File: config.mk
export PLATFORM = sky130hd
export DESIGN_NAME = rmsd_accumulator
export DESIGN_NICKNAME = d
export VERILOG_FILES = /design/src/rmsd_pkg.sv /design/src/rmsd_accumulator.sv
export SDC_FILE = /design/constraint.sdc
export NUM_CORES = 2
export LEC_CHECK = 0
export ABC_AREA = 0
export BUFFER_PORTS_ARGS = -buffer_cell sky130_fd_sc_hd__clkbuf_2
export CAP_MARGIN = 40
export CORE_MARGIN = 3
export CORE_UTILIZATION = 53
export CTS_BUF_LIST = sky130_fd_sc_hd__clkbuf_16
export DETAILED_ROUTE_END_ITERATION = 12
export PLACE_DENSITY = 0.73
export SYNTH_ARGS = -nofsm -noshare
export SYNTH_HDL_FRONTEND = slang
export SYNTH_SLANG_ARGS = --single-unit
File: constraint.sdc
create_clock -name clock -period 10.7 [get_ports clock]
set_input_delay 1.07 -clock clock [delete_from_list [all_inputs] [get_ports clock]]
set_output_delay 1.07 -clock clock [all_outputs]
set_load 0.01 [all_outputs]
File: src/rmsd_pkg.sv
// rmsd_pkg: transaction structs, fixed widths and sequencer states of the rmsd accumulator
// no dependencies; imported by rmsd_accumulator and rmsd_accumulator_tb

package rmsd_pkg;

   // coordinate and result widths
   localparam int COORD_W      = 20;
   localparam int DIFF_W       = COORD_W + 1;
   localparam int PROD_W       = 2 * DIFF_W;
   localparam int SUM_W        = 56;
   localparam int ROOT_W       = SUM_W / 2;
   localparam int RMSD_W       = 21;
   localparam int PAIR_COUNT_W = 13;
   localparam int NUM_AXES     = 3;

   // one pair of atom positions
   typedef struct packed {
      logic signed [COORD_W-1:0] a_x;
      logic signed [COORD_W-1:0] a_y;
      logic signed [COORD_W-1:0] a_z;
      logic signed [COORD_W-1:0] b_x;
      logic signed [COORD_W-1:0] b_y;
      logic signed [COORD_W-1:0] b_z;
      logic                      last;
   } req_type;

   // one finished set
   typedef struct packed {
      logic [RMSD_W-1:0]       rmsd;
      logic [PAIR_COUNT_W-1:0] pair_count;
      logic                    overflow;
   } rsp_type;

   // sequencer states
   typedef enum logic [2:0] {
      ST_IDLE,
      ST_MUL,
      ST_ADD,
      ST_DIV,
      ST_SQRT,
      ST_DONE
   } state_type;

   // axis codes
   localparam logic [1:0] AXIS_X = 2'd0;
   localparam logic [1:0] AXIS_Y = 2'd1;
   localparam logic [1:0] AXIS_Z = 2'd2;

endpackage

File: src/rmsd_accumulator.sv
// rmsd_accumulator: sums squared coordinate differences of atom pairs, then divides and roots
// depends on rmsd_pkg for transaction structs, widths and state encoding
//
//  channel  | direction | handshake              | payload
//  ---------+-----------+------------------------+---------------------------------
//  req      | in        | req_valid / req_ready  | rmsd_pkg::req_type (pair, last)
//  rsp      | out       | rsp_valid / rsp_ready  | rmsd_pkg::rsp_type (rmsd, count)
//
// an accumulated pair is accepted, then takes one multiply and one add per axis,
// all through a single squarer and a single saturating adder.
// a pair marked last then adds 56 restoring-division steps and 28 square-root steps on
// one shared compare-subtract unit, then loads the result register.
// a dropped pair (set already at MAX_ATOMS) keeps the sequencer idle unless marked last.
// req_ready is high only while the sequencer is idle; a full result register stalls the
// final load until rsp_ready. synchronous active-high reset clears all accumulated state.

module rmsd_accumulator #(
   parameter int MAX_ATOMS = 4096
) (
   input  logic              clock,
   input  logic              reset,
   input  logic              req_valid,
   output logic              req_ready,
   input  rmsd_pkg::req_type req_data,
   output logic              rsp_valid,
   input  logic              rsp_ready,
   output rmsd_pkg::rsp_type rsp_data
);

   import rmsd_pkg::*;

   localparam int CNT_W  = $clog2(MAX_ATOMS + 1);
   localparam int SUB_W  = (CNT_W + 1 > ROOT_W + 2) ? CNT_W + 1 : ROOT_W + 2;
   localparam int STEP_W = $clog2(SUM_W);

   localparam logic [CNT_W-1:0]  CNT_MAX   = CNT_W'(MAX_ATOMS);
   localparam logic [SUM_W-1:0]  SUM_MAX   = {SUM_W{1'b1}};
   localparam logic [STEP_W-1:0] DIV_LAST  = STEP_W'(SUM_W - 1);
   localparam logic [STEP_W-1:0] SQRT_LAST = STEP_W'(ROOT_W - 1);

   // registers
   state_type         state_ff, state_in;
   req_type           item_ff, item_in;
   logic [1:0]        axis_ff, axis_in;
   logic [PROD_W-1:0] prod_ff, prod_in;
   logic [SUM_W-1:0]  sum_ff, sum_in;
   logic [CNT_W-1:0]  pairs_ff, pairs_in;
   logic              dropped_ff, dropped_in;
   logic [SUB_W-1:0]  rem_ff, rem_in;
   logic [ROOT_W-1:0] root_ff, root_in;
   logic [STEP_W-1:0] step_ff, step_in;
   logic              rsp_valid_ff, rsp_valid_in;
   rsp_type           rsp_data_ff, rsp_data_in;

   // control
   logic req_fire;
   logic set_full;
   logic load_rsp;

   // datapath signals
   logic signed [COORD_W-1:0] coord_a, coord_b;
   logic signed [DIFF_W-1:0]  diff;
   logic [DIFF_W-1:0]         mag;
   logic [SUM_W:0]            sum_wide;
   logic [CNT_W-1:0]          divisor;
   logic [SUB_W-1:0]          unit_rem, unit_operand, unit_diff;
   logic                      unit_ge;
   logic [CNT_W+PAIR_COUNT_W-1:0] count_ext;

   assign set_full = (pairs_ff >= CNT_MAX);

   // next state
   always_comb begin
      state_in = state_ff;
      unique case (state_ff)
         ST_IDLE: begin
            if (req_valid) begin
               if (!set_full) begin
                  state_in = ST_MUL;
               end else if (req_data.last) begin
                  state_in = ST_DIV;
               end
            end
         end
         ST_MUL: begin
            state_in = ST_ADD;
         end
         ST_ADD: begin
            if (axis_ff == AXIS_Z) begin
               state_in = item_ff.last ? ST_DIV : ST_IDLE;
            end else begin
               state_in = ST_MUL;
            end
         end
         ST_DIV: begin
            if (step_ff == DIV_LAST) begin
               state_in = ST_SQRT;
            end
         end
         ST_SQRT: begin
            if (step_ff == SQRT_LAST) begin
               state_in = ST_DONE;
            end
         end
         ST_DONE: begin
            if (!rsp_valid_ff || rsp_ready) begin
               state_in = ST_IDLE;
            end
         end
         default: begin
            state_in = ST_IDLE;
         end
      endcase
   end

   // outputs of the sequencer
   always_comb begin
      req_ready = 1'b0;
      load_rsp  = 1'b0;
      unique case (state_ff)
         ST_IDLE: begin
            req_ready = 1'b1;
         end
         ST_DONE: begin
            load_rsp = !rsp_valid_ff || rsp_ready;
         end
         default: begin
            req_ready = 1'b0;
         end
      endcase
   end

   assign req_fire = req_valid && req_ready;

   // coordinate select for the current axis
   always_comb begin
      case (axis_ff)
         AXIS_X: begin
            coord_a = item_ff.a_x;
            coord_b = item_ff.b_x;
         end
         AXIS_Y: begin
            coord_a = item_ff.a_y;
            coord_b = item_ff.b_y;
         end
         default: begin
            coord_a = item_ff.a_z;
            coord_b = item_ff.b_z;
         end
      endcase
   end

   // absolute difference, magnitude fits unsigned in DIFF_W bits
   assign diff = DIFF_W'(coord_a) - DIFF_W'(coord_b);
   assign mag  = diff[DIFF_W-1] ? DIFF_W'(-diff) : DIFF_W'(diff);

   // saturating accumulate of the registered square
   assign sum_wide = {1'b0, sum_ff} + (SUM_W + 1)'(prod_ff);

   // shared compare-subtract unit: division step or square-root step
   assign divisor = (pairs_ff == '0) ? CNT_W'(1) : pairs_ff;
   always_comb begin
      if (state_ff == ST_SQRT) begin
         unit_rem     = {rem_ff[SUB_W-3:0], sum_ff[SUM_W-1:SUM_W-2]};
         unit_operand = SUB_W'({root_ff, 2'b01});
      end else begin
         unit_rem     = {rem_ff[SUB_W-2:0], sum_ff[SUM_W-1]};
         unit_operand = SUB_W'(divisor);
      end
   end
   assign unit_ge   = (unit_rem >= unit_operand);
   assign unit_diff = unit_rem - unit_operand;

   // pair count folded to the output width
   assign count_ext = {{PAIR_COUNT_W{1'b0}}, pairs_ff};

   // register next values
   always_comb begin
      item_in      = item_ff;
      axis_in      = axis_ff;
      prod_in      = prod_ff;
      sum_in       = sum_ff;
      pairs_in     = pairs_ff;
      dropped_in   = dropped_ff;
      rem_in       = rem_ff;
      root_in      = root_ff;
      step_in      = step_ff;
      rsp_valid_in = rsp_valid_ff;
      rsp_data_in  = rsp_data_ff;

      // result register drains independently
      if (rsp_valid_ff && rsp_ready) begin
         rsp_valid_in = 1'b0;
      end

      case (state_ff)
         ST_IDLE: begin
            if (req_fire) begin
               item_in = req_data;
               axis_in = AXIS_X;
               step_in = '0;
               rem_in  = '0;
               if (!set_full) begin
                  pairs_in = pairs_ff + CNT_W'(1);
               end else begin
                  dropped_in = 1'b1;
               end
            end
         end
         ST_MUL: begin
            prod_in = PROD_W'(mag * mag);
         end
         ST_ADD: begin
            sum_in  = sum_wide[SUM_W] ? SUM_MAX : sum_wide[SUM_W-1:0];
            axis_in = axis_ff + 2'd1;
            step_in = '0;
            rem_in  = '0;
         end
         ST_DIV: begin
            // quotient bits shift into the low end of the sum register
            rem_in  = unit_ge ? unit_diff : unit_rem;
            sum_in  = {sum_ff[SUM_W-2:0], unit_ge};
            step_in = step_ff + STEP_W'(1);
            if (step_ff == DIV_LAST) begin
               step_in = '0;
               rem_in  = '0;
               root_in = '0;
            end
         end
         ST_SQRT: begin
            // mean shifts out two bits per step
            rem_in  = unit_ge ? unit_diff : unit_rem;
            root_in = {root_ff[ROOT_W-2:0], unit_ge};
            sum_in  = {sum_ff[SUM_W-3:0], 2'b00};
            step_in = step_ff + STEP_W'(1);
         end
         ST_DONE: begin
            if (load_rsp) begin
               rsp_valid_in           = 1'b1;
               rsp_data_in.rmsd       = (root_ff[ROOT_W-1:RMSD_W] != '0) ?
                                        {RMSD_W{1'b1}} : root_ff[RMSD_W-1:0];
               rsp_data_in.pair_count = count_ext[PAIR_COUNT_W-1:0];
               rsp_data_in.overflow   = dropped_ff;
               sum_in                 = '0;
               pairs_in               = '0;
               dropped_in             = 1'b0;
            end
         end
         default: begin
            step_in = '0;
         end
      endcase
   end

   // control and accumulated state
   always_ff @(posedge clock) begin
      if (reset) begin
         state_ff     <= ST_IDLE;
         sum_ff       <= '0;
         pairs_ff     <= '0;
         dropped_ff   <= 1'b0;
         step_ff      <= '0;
         axis_ff      <= AXIS_X;
         rsp_valid_ff <= 1'b0;
      end else begin
         state_ff     <= state_in;
         sum_ff       <= sum_in;
         pairs_ff     <= pairs_in;
         dropped_ff   <= dropped_in;
         step_ff      <= step_in;
         axis_ff      <= axis_in;
         rsp_valid_ff <= rsp_valid_in;
      end
   end

   // payload and working registers
   always_ff @(posedge clock) begin
      item_ff     <= item_in;
      prod_ff     <= prod_in;
      rem_ff      <= rem_in;
      root_ff     <= root_in;
      rsp_data_ff <= rsp_data_in;
   end

   assign rsp_valid = rsp_valid_ff;
   assign rsp_data  = rsp_data_ff;

   // a result appears only out of the final load
   a_rsp_from_done: assert property (@(posedge clock) disable iff (reset)
      $rose(rsp_valid_ff) |-> $past(state_ff == ST_DONE))
      else $error("result raised outside final load");

   // the pair counter never passes the set limit
   a_pairs_bounded: assert property (@(posedge clock) disable iff (reset)
      pairs_ff <= CNT_MAX)
      else $error("pair counter beyond MAX_ATOMS");

   // a delivered set leaves the accumulator cleared
   a_clear_after_load: assert property (@(posedge clock) disable iff (reset)
      load_rsp |=> (pairs_ff == '0 && !dropped_ff && sum_ff == '0 && state_ff == ST_IDLE))
      else $error("accumulator not cleared after result");

   // a pending result is not overwritten
   a_no_overwrite: assert property (@(posedge clock) disable iff (reset)
      (rsp_valid_ff && !rsp_ready) |=> $stable(rsp_data_ff))
      else $error("pending result changed");

endmodule

==> metrics.cfg <==
[setup_path]
crit_type=reg2reg
ff2ff_setup_slack_ns=0.27
ff2ff_path_depth=37
critPathMaxStageDelay_ns=0.58
timing.rr.end=prod_ff[38]$_DFFE_PP_
cp_max_fo=7
worstPathRequired_ns=11.02
start_kind=flip-flop
cp_num_buf_inv=7
crit_family=adder cells
end_kind=flip-flop
r2r_start=axis_ff[0]$_SDFFE_PP0P_
cp.arrival_ns=10.74
path_common_cell=fa_1
cpMaxStageDelayCell=or4b_4

[logic_synthesis]
async_reset_ff_frac=0
synth_seq_cells=336
netlist_area_mm2=0.0317
ys_seq_area_frac=0.292
synth_area_leaders=edfxtp_1, fa_1, ha_1, inv_1, dfxtp_1
syn_inst=3412
yosysTopAreaCellShare=0.241
syn_area_per_cell_um2=9.29
yosysTopAreaCell=edfxtp_1
synth_edf_count=254
ys.flop_type=edfxtp_1
yosysWarnings=0
yosys.cell_types.count=82

[placed_design]
placed_area_mm2=0.0343
place_inst=4364
dp_hpwl_um=60100
io_buffers=161
gp_congestion=0.950

[clock_network]
cts_sinks=336
cts_tree=done
cts_made_buffers=39
htreeDepth=2
clk_pin_slew_worst_paths_ns=0.06
clk_path_buf_depth=3
insertion_delay_ns=0.58
cts_root_buffer=clkbuf_16

[global_route]
grtUsageTotal=0.251
antenna_found_initial=1
grt_max_degree=83
grt_pass1_vias=25400
grt_pass1_wl_um=129000
overflow=0

[floorplan]
die_h_um=251
ioPinCount=162
dieArea_mm2=0.0628
initial_utilization=0.536
core_mm2=0.0591
die_x_um=251
rows=89

[run]
cap_viol_max_count=0

[sta]
holdWs_ns=0.431
period_share=0.974
slew_headroom=0.307
finalSetupViolations=0
max_freq_ghz=0.0959
fin_worst_skew_ns=0.0204
report.final.slew_viol_count=0
hold_violations=0
worst_pin_slew_ns=1.04
min_period_ns=10.43

[min_path]
hold_class=reg2reg
holdPathStages=0
hold_end=rsp_data[0]$_DFFE_PP_
worstHoldStart=dropped_ff$_SDFFE_PP0P_

[status]
outcome=finished clean

[final_layout]
finalNetCount=4325
drive_gt1_frac=0.144
design_area_mm2=0.0360
syn2layout_area_growth_pct=13.6
stdcell_count=4441
diodes=0

[routing]
met3_wirelength_um=4500
routed_wl_um=78500
drc=0
drt-met1-wl_um=32800
drt-initial-drc-count=1690
via_per_inst=5.65
postRouteAntennaNets=0
wl_met2_um=38300
top_layer_used=met5
vias=25100
drt_first_pass_iters=5
wl_per_cell_um=17.7

==> cells in the final DEF, fill, tap and decap left out, types with 37 or more instances in the layout <==
master	netlist	layout
clkbuf_2	0	161
xnor2_1	86	79
a21oi_1	240	235
buf_4	0	150
nand2_1	364	359
nor2_1	322	311
edfxtp_1	254	254
inv_1	447	450
and3_1	55	55
xor2_1	58	57
ha_1	247	238
o21ai_0	130	125
fa_1	315	310
nand3_1	37	37
or2_2	47	47
dfxtp_1	82	80
a21o_1	61	61
clkbuf_16	0	40
==> per-layer routing <==
| metal | global-route usage | vias up |
|---|---|---|
| met5 | 0 | - |
| met4 | 0.0928 | 2 |
| li1 | - | 12000 |
| met1 | 0.324 | 12200 |
| met2 | 0.429 | 772 |
| met3 | 0.0367 | 166 |
==> cell type report <==
class	instances	area, um^2
Fill cell	4956	23100
Tap cell	773	967
Clock buffer	40	1000
Sequential cell	336	9280
Inverter	453	1710
Clock inverter	31	307
Timing Repair Buffer	325	2170
Multi-Input combinational cell	2483	20600
==> worst reg2reg max path: cells and delay by family, from the launching register on <==
kind                     cells  cell delay [ns]
XOR/XNOR                     1             0.18
AND/OR/NAND/NOR              9             2.66
buffers and inverters        7             0.70
AO/OA/AOI/OAI               10             1.85
flip-flops                   1             0.38
adder cells (fa/ha/maj)     10             4.39
==> synth_stat cells (55+ instances only) <==
library cell and n:
o21ai_0 130, and3_1 55, ha_1 247, a21o_1 61, nand2_1 364, xor2_1 58
xnor2_1 86, inv_1 447, dfxtp_1 82, a21oi_1 240, nor2_1 322, clkbuf_1 145
edfxtp_1 254, fa_1 315
==> flip-flops by register name (all words and copies together), names as in the netlist <==
name,cells
rsp_data,35
dropped_ff,1
step_ff,6
rsp_valid,1
rem_ff,29
item_ff,121
root_ff,28
sum_ff,56
state_ff,3
pairs_ff,13
axis_ff,2
prod_ff,41
==> worst max-delay path by stage <==
stage	from	end	slack, ns	cells after the start
6_report	axis_ff[0]$_SDFFE_PP0P_	prod_ff[38]$_DFFE_PP_	0.27	37
2_1_floorplan	axis_ff[0]$_SDFFE_PP0P_	prod_ff[40]$_DFFE_PP_	0.009	40
3_5_place_dp	axis_ff[0]$_SDFFE_PP0P_	prod_ff[38]$_DFFE_PP_	-0.17	38
3_3_place_gp	axis_ff[0]$_SDFFE_PP0P_	prod_ff[35]$_DFFE_PP_	0.10	40
4_1_cts	axis_ff[0]$_SDFFE_PP0P_	prod_ff[38]$_DFFE_PP_	0.02	36
5_1_grt	axis_ff[0]$_SDFFE_PP0P_	prod_ff[35]$_DFFE_PP_	-0.09	40
==> timing repair <==
item	CTS	global route
pin swaps	3	54
resized for setup	8	79
buffers inserted	0	6
hold buffers	0	0
setup endpoints to repair	6	18
==> per-stage QoR <==
step	TNS (ns)	worst slack [ns]	utilization
final	0	0.274	0.609
after global routing	-0.239	-0.0855	0.609
after CTS	0	0.0205	0.603
after detailed placement	-0.608	-0.170	0.581
after global placement	0	0.103	0.579
after floorplan	0	0.00860	-
==> logic make-up (layout without fill, tap and decap cells) <==
logic type / Yosys count / count (layout) / share of synthesized area
and+or+nand+nor: 1048 / 1048 / 0.152
AOI/OAI and AO/OA: 697 / 697 / 0.141
buffers and inverters: 607 / 849 / 0.0724
adders and majority gates: 562 / 562 / 0.296
DFF: 336 / 336 / 0.292
xor gates and xnor gates: 144 / 144 / 0.0398
muxes: 16 / 16 / 0.00513
other: 2 / 16 / 0.000237
Power is left out: the tool's default activity adds up to more than one toggle a clock period on the data nets, which glitch-free logic cannot reach.
